**src/hw/rtl/spsd_pkg.sv**
```systemverilog
// Shared types and constants for the steering and pedal smoother with delay.
// Used by spsd_core, spsd_ring, the top level and the checker; no dependencies.
package spsd_pkg;

	// Ring depth; pointer arithmetic wraps by truncation, so keep it a power of two.
	localparam int DelayDepth = 32;
	localparam int PtrW = $clog2(DelayDepth);

	localparam int PosLimit = 1048576;
	localparam int VelMax = 8388607;
	localparam int VelMin = -8388608;
	localparam int NoiseLimit = 1966;
	localparam int SteerLimit = 16384;

	localparam logic [15:0] SpringGainRst = 16'd15729;
	localparam logic [15:0] DampingGainRst = 16'd3518;
	localparam logic [15:0] TimeStepRst = 16'd197;
	localparam logic [15:0] NoiseDecayRst = 16'd983;
	localparam logic [15:0] NoiseGainRst = 16'd0;
	localparam logic [15:0] ThrottleStepRst = 16'd786;
	localparam logic [15:0] BrakeStepRst = 16'd983;
	localparam logic [4:0] DelaySamplesRst = 5'd8;

	typedef enum logic [3:0] {
		RegSpringGain = 4'd0,
		RegDampingGain = 4'd1,
		RegTimeStep = 4'd2,
		RegNoiseDecay = 4'd3,
		RegNoiseGain = 4'd4,
		RegThrottleStep = 4'd5,
		RegBrakeStep = 4'd6,
		RegDelaySamples = 4'd7
	} reg_idx_t;

	typedef struct packed {
		logic [15:0] spring_gain;
		logic [15:0] damping_gain;
		logic [15:0] time_step;
		logic [15:0] noise_decay;
		logic [15:0] noise_gain;
		logic [15:0] throttle_step;
		logic [15:0] brake_step;
		logic [4:0] delay_samples;
	} cfg_t;

	typedef struct packed {
		logic signed [15:0] steer;
		logic [14:0] throttle;
		logic [14:0] brake;
	} ring_entry_t;

	// Core to ring: one write of the new sample and the delayed read, same cycle.
	typedef struct packed {
		logic en;
		logic [PtrW-1:0] lag;
		ring_entry_t wdata;
	} ring_req_t;

	typedef struct packed {
		logic idle;
		logic res_rdy;
	} core_stat_t;

endpackage

```
**src/hw/rtl/spsd_ring.sv**
```systemverilog
// Delay ring: synchronous memory of result entries with per-entry valid bits.
// Depends on spsd_pkg (entry and request types, depth).
module spsd_ring (
	input logic clk,
	input logic arst_n,
	input spsd_pkg::ring_req_t req,
	output spsd_pkg::ring_entry_t rdata
);

	spsd_pkg::ring_entry_t mem [spsd_pkg::DelayDepth];
	logic [spsd_pkg::DelayDepth-1:0] valid_q;
	logic [spsd_pkg::PtrW-1:0] wp_q;
	logic [spsd_pkg::PtrW-1:0] rd_addr;

	spsd_pkg::ring_entry_t mem_rd_s1;
	spsd_pkg::ring_entry_t wdat_s1;
	logic hit_s1;
	logic vld_s1;

	// newest entry sits at wp_q; lag of one reads it back
	assign rd_addr = wp_q + spsd_pkg::PtrW'(1) - req.lag;

	always_ff @(posedge clk or negedge arst_n) begin
		if (!arst_n) begin
			wp_q <= '0;
			valid_q <= '0;
		end else if (req.en) begin
			wp_q <= wp_q + spsd_pkg::PtrW'(1);
			valid_q[wp_q] <= 1'b1;
		end
	end

	always_ff @(posedge clk) begin
		if (req.en) begin
			mem[wp_q] <= req.wdata;
			mem_rd_s1 <= mem[rd_addr];
			wdat_s1 <= req.wdata;
			hit_s1 <= (rd_addr == wp_q);
			vld_s1 <= valid_q[rd_addr];
		end
	end

	// forward the entry being written; never-written entries read as zero
	always_comb begin
		if (hit_s1) begin
			rdata = wdat_s1;
		end else if (vld_s1) begin
			rdata = mem_rd_s1;
		end else begin
			rdata = '0;
		end
	end

endmodule

```
**src/hw/rtl/spsd_core.sv**
```systemverilog
// Sample sequencer: spring-damper column and noise offset on one shared 17x24
// multiplier, plus pedal slew. Depends on spsd_pkg; drives the spsd_ring request.
module spsd_core (
	input logic clk,
	input logic arst_n,
	input spsd_pkg::cfg_t cfg,
	input logic start,
	input logic signed [15:0] target_steer,
	input logic [14:0] throttle_in,
	input logic [14:0] brake_in,
	input logic signed [15:0] noise_sample,
	input logic take,
	output spsd_pkg::core_stat_t stat,
	output spsd_pkg::ring_req_t ring_req
);

	typedef enum logic [3:0] {
		ST_IDLE,
		ST_MUL_ERR,
		ST_MUL_DAMP,
		ST_VEL,
		ST_DECAY,
		ST_POS,
		ST_NOISE,
		ST_STORE,
		ST_RESULT
	} state_t;

	state_t state_q;

	// sample latched at accept
	logic signed [15:0] tgt_q;
	logic [14:0] thr_req_q;
	logic [14:0] brk_req_q;
	logic signed [15:0] noise_q;

	// filter state
	logic signed [21:0] pos_q;
	logic signed [23:0] vel_q;
	logic signed [11:0] off_q;
	logic [14:0] thr_lvl_q;
	logic [14:0] brk_lvl_q;

	// working registers
	logic signed [16:0] mul_a;
	logic signed [23:0] mul_b;
	logic signed [40:0] prod_s1;
	logic signed [40:0] acc_q;
	logic signed [12:0] off_tmp_q;

	logic signed [22:0] err;
	logic signed [41:0] diff;
	logic signed [41:0] dv_full;
	logic signed [25:0] dv;
	logic signed [26:0] vsum;
	logic signed [23:0] vel_nx;
	logic signed [40:0] r16_full;
	logic signed [12:0] rdec;
	logic signed [12:0] off_tmp_nx;
	logic signed [24:0] rpos;
	logic signed [25:0] psum;
	logic signed [21:0] pos_nx;
	logic signed [40:0] r21_full;
	logic signed [12:0] rn;
	logic signed [13:0] osum;
	logic signed [11:0] off_nx;
	logic signed [22:0] ssum;
	logic signed [22:0] rs_full;
	logic signed [16:0] rs;
	logic signed [15:0] steer_nx;
	logic [14:0] thr_nx;
	logic [14:0] brk_nx;

	function automatic logic [14:0] pedal_move(input logic [14:0] lvl, input logic [14:0] req,
			input logic [15:0] step);
		logic [14:0] lim;
		logic signed [15:0] slim;
		logic signed [15:0] d;
		lim = 15'((17'(step) + 17'd2) >> 2);
		slim = $signed({1'b0, lim});
		d = $signed({1'b0, req}) - $signed({1'b0, lvl});
		if (d > slim) begin
			d = slim;
		end else if (d < -slim) begin
			d = -slim;
		end
		pedal_move = lvl + d[14:0];
	endfunction

	// multiplier operand select; the product is registered in prod_s1
	always_comb begin
		mul_a = $signed({1'b0, cfg.spring_gain});
		mul_b = 24'(err);
		case (state_q)
			ST_MUL_DAMP: begin
				mul_a = $signed({1'b0, cfg.damping_gain});
				mul_b = vel_q;
			end
			ST_VEL: begin
				mul_a = $signed({1'b0, cfg.noise_decay});
				mul_b = 24'(off_q);
			end
			ST_DECAY: begin
				mul_a = $signed({1'b0, cfg.time_step});
				mul_b = vel_q;
			end
			ST_POS: begin
				mul_a = $signed({1'b0, cfg.noise_gain});
				mul_b = 24'(noise_q);
			end
			default: begin
				mul_a = $signed({1'b0, cfg.spring_gain});
				mul_b = 24'(err);
			end
		endcase
	end

	always_comb begin
		err = 23'($signed({tgt_q, 6'b0})) - 23'(pos_q);

		// velocity: acc holds spring*err, prod holds damping*vel
		diff = 42'(acc_q) - 42'(prod_s1);
		dv_full = (diff + 42'sd32768) >>> 16;
		dv = dv_full[25:0];
		vsum = 27'(vel_q) + 27'(dv);
		if (vsum > 27'(spsd_pkg::VelMax)) begin
			vel_nx = 24'(spsd_pkg::VelMax);
		end else if (vsum < 27'(spsd_pkg::VelMin)) begin
			vel_nx = 24'(spsd_pkg::VelMin);
		end else begin
			vel_nx = vsum[23:0];
		end

		// Q0.16 products share the same rounding
		r16_full = (prod_s1 + 41'sd32768) >>> 16;
		rdec = r16_full[12:0];
		off_tmp_nx = 13'(off_q) - rdec;
		rpos = r16_full[24:0];
		psum = 26'(pos_q) + 26'(rpos);
		if (psum > 26'(spsd_pkg::PosLimit)) begin
			pos_nx = 22'(spsd_pkg::PosLimit);
		end else if (psum < -26'(spsd_pkg::PosLimit)) begin
			pos_nx = -22'(spsd_pkg::PosLimit);
		end else begin
			pos_nx = psum[21:0];
		end

		r21_full = (prod_s1 + 41'sd1048576) >>> 21;
		rn = r21_full[12:0];
		osum = 14'(off_tmp_q) + 14'(rn);
		if (osum > 14'(spsd_pkg::NoiseLimit)) begin
			off_nx = 12'(spsd_pkg::NoiseLimit);
		end else if (osum < -14'(spsd_pkg::NoiseLimit)) begin
			off_nx = -12'(spsd_pkg::NoiseLimit);
		end else begin
			off_nx = osum[11:0];
		end

		// offset is Q0.15, position Q1.20: align by 2^5, then drop 6 bits
		ssum = 23'(pos_q) + 23'($signed({off_q, 5'b0}));
		rs_full = (ssum + 23'sd32) >>> 6;
		rs = rs_full[16:0];
		if (rs > 17'(spsd_pkg::SteerLimit)) begin
			steer_nx = 16'(spsd_pkg::SteerLimit);
		end else if (rs < -17'(spsd_pkg::SteerLimit)) begin
			steer_nx = -16'(spsd_pkg::SteerLimit);
		end else begin
			steer_nx = rs[15:0];
		end

		thr_nx = pedal_move(thr_lvl_q, thr_req_q, cfg.throttle_step);
		brk_nx = pedal_move(brk_lvl_q, brk_req_q, cfg.brake_step);
	end

	always_ff @(posedge clk or negedge arst_n) begin
		if (!arst_n) begin
			state_q <= ST_IDLE;
			pos_q <= '0;
			vel_q <= '0;
			off_q <= '0;
			thr_lvl_q <= '0;
			brk_lvl_q <= '0;
		end else begin
			case (state_q)
				ST_IDLE: begin
					if (start) begin
						state_q <= ST_MUL_ERR;
					end
				end
				ST_MUL_ERR: state_q <= ST_MUL_DAMP;
				ST_MUL_DAMP: state_q <= ST_VEL;
				ST_VEL: begin
					vel_q <= vel_nx;
					state_q <= ST_DECAY;
				end
				ST_DECAY: state_q <= ST_POS;
				ST_POS: begin
					pos_q <= pos_nx;
					state_q <= ST_NOISE;
				end
				ST_NOISE: begin
					off_q <= off_nx;
					state_q <= ST_STORE;
				end
				ST_STORE: begin
					thr_lvl_q <= thr_nx;
					brk_lvl_q <= brk_nx;
					state_q <= ST_RESULT;
				end
				ST_RESULT: begin
					if (take) begin
						state_q <= start ? ST_MUL_ERR : ST_IDLE;
					end
				end
				default: state_q <= ST_IDLE;
			endcase
		end
	end

	always_ff @(posedge clk) begin
		if (start) begin
			tgt_q <= target_steer;
			thr_req_q <= throttle_in;
			brk_req_q <= brake_in;
			noise_q <= noise_sample;
		end
		prod_s1 <= mul_a * mul_b;
		if (state_q == ST_MUL_DAMP) begin
			acc_q <= prod_s1;
		end
		if (state_q == ST_DECAY) begin
			off_tmp_q <= off_tmp_nx;
		end
	end

	assign stat.idle = (state_q == ST_IDLE);
	assign stat.res_rdy = (state_q == ST_RESULT);

	assign ring_req.en = (state_q == ST_STORE);
	assign ring_req.lag = spsd_pkg::PtrW'(cfg.delay_samples);
	assign ring_req.wdata.steer = steer_nx;
	assign ring_req.wdata.throttle = thr_nx;
	assign ring_req.wdata.brake = brk_nx;

endmodule

```
**src/hw/rtl/steering_pedal_smoother_delay.sv**
```systemverilog
// Steering and pedal smoother with reaction delay: config registers, output beat register.
// Depends on spsd_pkg, spsd_core and spsd_ring.
//
// Samples are taken one at a time: the core runs five products through a
// single 17x24 multiplier in sequence, then writes the new entry into the delay ring and
// reads the delayed entry in the same cycle. A result beat moves into the output register
// when the core is done and that register is free; the next sample may be accepted on
// the cycle the result is loaded, and is not held back by a stalled output until a
// second result is ready. The ring starts out reading zero (per-entry valid bits, no
// clearing pass). Write configuration only while idle; cfg_ready is always high and
// indexes past the register list are dropped.
module steering_pedal_smoother_delay (
	input logic clk,
	input logic arst_n,

	input logic in_valid,
	output logic in_stall,
	input logic signed [15:0] target_steer,
	input logic [14:0] throttle_in,
	input logic [14:0] brake_in,
	input logic signed [15:0] noise_sample,

	output logic out_valid,
	input logic out_stall,
	output logic signed [15:0] steer_out,
	output logic [14:0] throttle_out,
	output logic [14:0] brake_out,

	input logic cfg_valid,
	output logic cfg_ready,
	input logic [3:0] cfg_index,
	input logic [15:0] cfg_data
);

	spsd_pkg::cfg_t cfg_q;
	spsd_pkg::core_stat_t stat;
	spsd_pkg::ring_req_t ring_req;
	spsd_pkg::ring_entry_t ring_rdata;
	spsd_pkg::ring_entry_t out_q;
	logic out_valid_q;
	logic take;
	logic start;

	assign cfg_ready = 1'b1;

	always_ff @(posedge clk or negedge arst_n) begin
		if (!arst_n) begin
			cfg_q.spring_gain <= spsd_pkg::SpringGainRst;
			cfg_q.damping_gain <= spsd_pkg::DampingGainRst;
			cfg_q.time_step <= spsd_pkg::TimeStepRst;
			cfg_q.noise_decay <= spsd_pkg::NoiseDecayRst;
			cfg_q.noise_gain <= spsd_pkg::NoiseGainRst;
			cfg_q.throttle_step <= spsd_pkg::ThrottleStepRst;
			cfg_q.brake_step <= spsd_pkg::BrakeStepRst;
			cfg_q.delay_samples <= spsd_pkg::DelaySamplesRst;
		end else if (cfg_valid && cfg_ready) begin
			case (spsd_pkg::reg_idx_t'(cfg_index))
				spsd_pkg::RegSpringGain: cfg_q.spring_gain <= cfg_data;
				spsd_pkg::RegDampingGain: cfg_q.damping_gain <= cfg_data;
				spsd_pkg::RegTimeStep: cfg_q.time_step <= cfg_data;
				spsd_pkg::RegNoiseDecay: cfg_q.noise_decay <= cfg_data;
				spsd_pkg::RegNoiseGain: cfg_q.noise_gain <= cfg_data;
				spsd_pkg::RegThrottleStep: cfg_q.throttle_step <= cfg_data;
				spsd_pkg::RegBrakeStep: cfg_q.brake_step <= cfg_data;
				spsd_pkg::RegDelaySamples: cfg_q.delay_samples <= cfg_data[4:0];
				default: ;
			endcase
		end
	end

	// result moves into the output register once that register is free
	assign take = stat.res_rdy && (!out_valid_q || !out_stall);
	assign in_stall = !(stat.idle || take);
	assign start = in_valid && !in_stall;

	spsd_core u_core (
		.clk(clk),
		.arst_n(arst_n),
		.cfg(cfg_q),
		.start(start),
		.target_steer(target_steer),
		.throttle_in(throttle_in),
		.brake_in(brake_in),
		.noise_sample(noise_sample),
		.take(take),
		.stat(stat),
		.ring_req(ring_req)
	);

	spsd_ring u_ring (
		.clk(clk),
		.arst_n(arst_n),
		.req(ring_req),
		.rdata(ring_rdata)
	);

	always_ff @(posedge clk or negedge arst_n) begin
		if (!arst_n) begin
			out_valid_q <= 1'b0;
		end else if (take) begin
			out_valid_q <= 1'b1;
		end else if (!out_stall) begin
			out_valid_q <= 1'b0;
		end
	end

	always_ff @(posedge clk) begin
		if (take) begin
			out_q <= ring_rdata;
		end
	end

	assign out_valid = out_valid_q;
	assign steer_out = out_q.steer;
	assign throttle_out = out_q.throttle;
	assign brake_out = out_q.brake;

endmodule

```
**config.mk**
```make
export PLATFORM = sky130hd
export DESIGN_NAME = steering_pedal_smoother_delay
export DESIGN_NICKNAME = d
export VERILOG_FILES = /design/src/hw/rtl/spsd_pkg.sv /design/src/hw/rtl/spsd_ring.sv /design/src/hw/rtl/spsd_core.sv /design/src/hw/rtl/steering_pedal_smoother_delay.sv
export SDC_FILE = /design/constraint.sdc
export NUM_CORES = 2
export LEC_CHECK = 0
export BUFFER_PORTS_ARGS = -buffer_cell sky130_fd_sc_hd__buf_2
export CAP_MARGIN = 20
export CORE_UTILIZATION = 50
export CTS_CLUSTER_SIZE = 16
export DETAILED_ROUTE_END_ITERATION = 10
export PLACE_DENSITY = 0.72
export SLEW_MARGIN = 20
export SYNTH_ARGS = -nofsm -noshare
export SYNTH_HDL_FRONTEND = slang
export SYNTH_SLANG_ARGS = --single-unit
```
**constraint.sdc**
```tcl
create_clock -name clk -period 12.9 [get_ports clk]
set_input_delay 0 -clock clk [delete_from_list [all_inputs] [get_ports clk]]
set_output_delay 0 -clock clk [all_outputs]
set_load 0.005 [all_outputs]
```
==> metrics.txt <==
status finished clean; post-synth top area cell edfxtp_1; Worst EP arrival 10.15 ns; clk_skew 0.09268 ns; asr flop ratio synth 12.16%; Slew Viols, Final 0; Critical Path Fanout Max 58; Synth top area share 50.13%; Die H 457.0 um; clock buffer count from CTS 200; Synth Instances 6986; critical path launch point type register; routed wire length 275800 um; Avg WL per Cell 27.02 um; CTS Buffer Depth 3; Critical Path RT 13.62 ns; Iter 0 DRT Violations 6376; clock latency on the worst-skew pair between 0.8 and 0.9 ns; count leader, synth edfxtp_1; layout cells sized above 1 18.99%; initial antenna violation count 6; GP Congestion 0.8815; Die ar. 0.2088 mm2; R2R setup slack approximately 3.5 ns; Final min period between 9 and 10 ns; Rel. slew slack 20.59%; critical path type reg2reg; area grow syn2layout 12.54%; CTS sink count 2014; Mapped Nets between 7k and 8k; CTS tree built; vias in the first global route 64.16k; I/O pins 136; Initial Utilization ~50%; grt ovf 0; Fin Setup TNS 0 ns; first-pass GRT wire length 409600 um; row count 166; most instantiated cells after synthesis edfxtp_1, inv_1, mux4_2, nand2_1, ha_1; HPWL after detailed placement 167400 um; WHS Endpoint cfg_q[30]$_DFFE_PN1P_; Top FF cell, synth edfxtp_1; worst setup path start u_core.state_q[0]$_DFFE_PN0P_; Final Net Count 8256; Post-DRT Antenna Nets 0; FF-to-FF End u_core.prod_s1[37]$_DFF_P_; Core Box Area 0.2052 mm2; hold_sp cfg_data[9]; Cell Area, Synth between 0.1 and 0.15 mm2; actual slew at the worst max-slew pin 1.191 ns; Die X 457.0 um; vias around 63k; via/cell ratio 6.125; register area share after synthesis 56.90%; Hold Fails Final Rpt 0; CP Capture Type register; all-layer global routing usage 26.41%; CTS root buf clkbuf_16; Final period util 73.17%; top cells by area, synth edfxtp_1, mux4_2, fa_1; FF-to-FF Start u_core.state_q[0]$_DFFE_PN0P_; drt drc 0; Yosys warnings 0; Cell variety after synth 111; syn avg cell area between 10 and 15 um2; Final setup viols 0; worst hold stages 3; post-cts gate resize count 0; port bufs ~130; reg2reg path depth 27; max cap viols 0; largest net degree at the start of global routing 149; number of synthesized flops with an enable pin 1728; H-tree Lvls 4; Pre-antenna DRT Iters 6; Fmax roughly 110 MHz; RSZ-0062 raised after global routing false; Yosys reg bits 2014; Reg clk slew, reported paths 0.06 ns; worst min path class in2reg
stage by stage:
step           cells  hold slack, ns  setup slack (ns)  util (%)  area, um2
3_5_place_dp    9668       -0.009893             3.586     52.69     108100
5_1_grt        10210         0.04912             3.032     56.76     116500
3_3_place_gp    9667        -0.01128             3.801     52.68     108100
2_1_floorplan   6986         -0.2956             4.026         -     103500
4_1_cts        10200        0.001299             3.508     56.73     116400
6_report       10210         0.04657             3.461     56.76     116500
kinds of logic after synthesis:
logic type      count (synthesis)  synth area share (%)
fa+ha+maj                     821                 12.69
flops                        2014                 56.90
simple gates                 1366                 6.325
xor+xnor                      302                 2.576
other cells                     1              0.003623
buf+inv                       946                 3.489
mux                           643                 12.10
compound gates                893                 5.919
worst max-delay path by stage:
stage	slack, ns	endpoint
global placement	3.80	u_core.prod_s1[37]$_DFF_P_
floorplan	4.03	u_core.prod_s1[27]$_DFF_P_
global route	3.03	u_core.prod_s1[37]$_DFF_P_
CTS	3.51	u_core.prod_s1[37]$_DFF_P_
detailed placement	3.59	u_core.prod_s1[33]$_DFF_P_
finish	3.46	u_core.prod_s1[37]$_DFF_P_
worst max-delay path, stage by stage, from the launching register on:
cell and delay, ns:
dfrtp_1 0.45, nand2b_1 0.23, nor3_2 0.13, buf_4 0.70
or2_2 0.58, nand2_1 0.20, nand3_1 0.53, nand2_1 0.19
fa_1 0.59, inv_1 0.05, fa_1 0.46, fa_1 0.52
inv_1 0.06, fa_1 0.48, fa_1 0.50, inv_1 0.05
fa_1 0.44, ha_1 0.35, a21o_1 0.20, a21o_1 0.17
a21o_1 0.17, a41oi_1 0.34, o31a_1 0.32, o21ai_1 0.23
o31ai_1 0.56, nand2b_1 0.21, a221oi_1 0.38, xnor2_1 0.17
timing repair:
action	CTS	global route
setup buffers	0	0
hold endpoints to repair	341	0
hold buffers	165	0
area by class of cell:
type	count	area (um2)
clock inverter	105	1181
clock buffer	263	5424
timing repair buffer	429	3411
inverter	678	2550
multi-input combinational	4026	41650
tap	2688	3363
antenna	3	7.507
fill	15570	88730
sequential	2014	58890
registers in the layout (all words and copies together) (netlist names), 4 cells and up:
register,count
brake_out,15
cfg_q,115
steer_out,16
throttle_out,15
u_core.acc_q,41
u_core.brk_lvl_q,15
u_core.brk_req_q,15
u_core.noise_q,16
u_core.off_q,12
u_core.off_tmp_q,13
u_core.pos_q,22
u_core.prod_s1,41
u_core.state_q,4
u_core.tgt_q,16
u_core.thr_lvl_q,15
u_core.thr_req_q,15
u_core.vel_q,24
u_ring.mem,1472
u_ring.mem_rd_s1,46
u_ring.valid_q,32
u_ring.wdat_s1,46
u_ring.wp_q,5
routing by layer:
layer  global-route usage (%)  vias up  wire [um]
li1                         -    26680          -
met1                    35.93    32370     109400
met2                    43.77     3000     135500
met3                    4.297      459      22530
met4                    7.915        0       8410
met5                        0        -          0
cell usage in the layout (no fill, tap or decap), types with 123 or more instances in the layout:
master            n
inv_1           677
ha_1            438
mux4_2          470
buf_4           123
dfrtp_1         203
buf_2           133
edfxtp_1       1728
xnor2_1         186
fa_1            379
o21ai_0         155
nor2_1          263
clkbuf_16       202
a21oi_1         208
dlygate4sd3_1   164
nand2_1         441
nand3_1         135
mux2_2          165
Power is not shown: default switching activity piles up to over one toggle a cycle in this logic, so the estimate is an artifact.
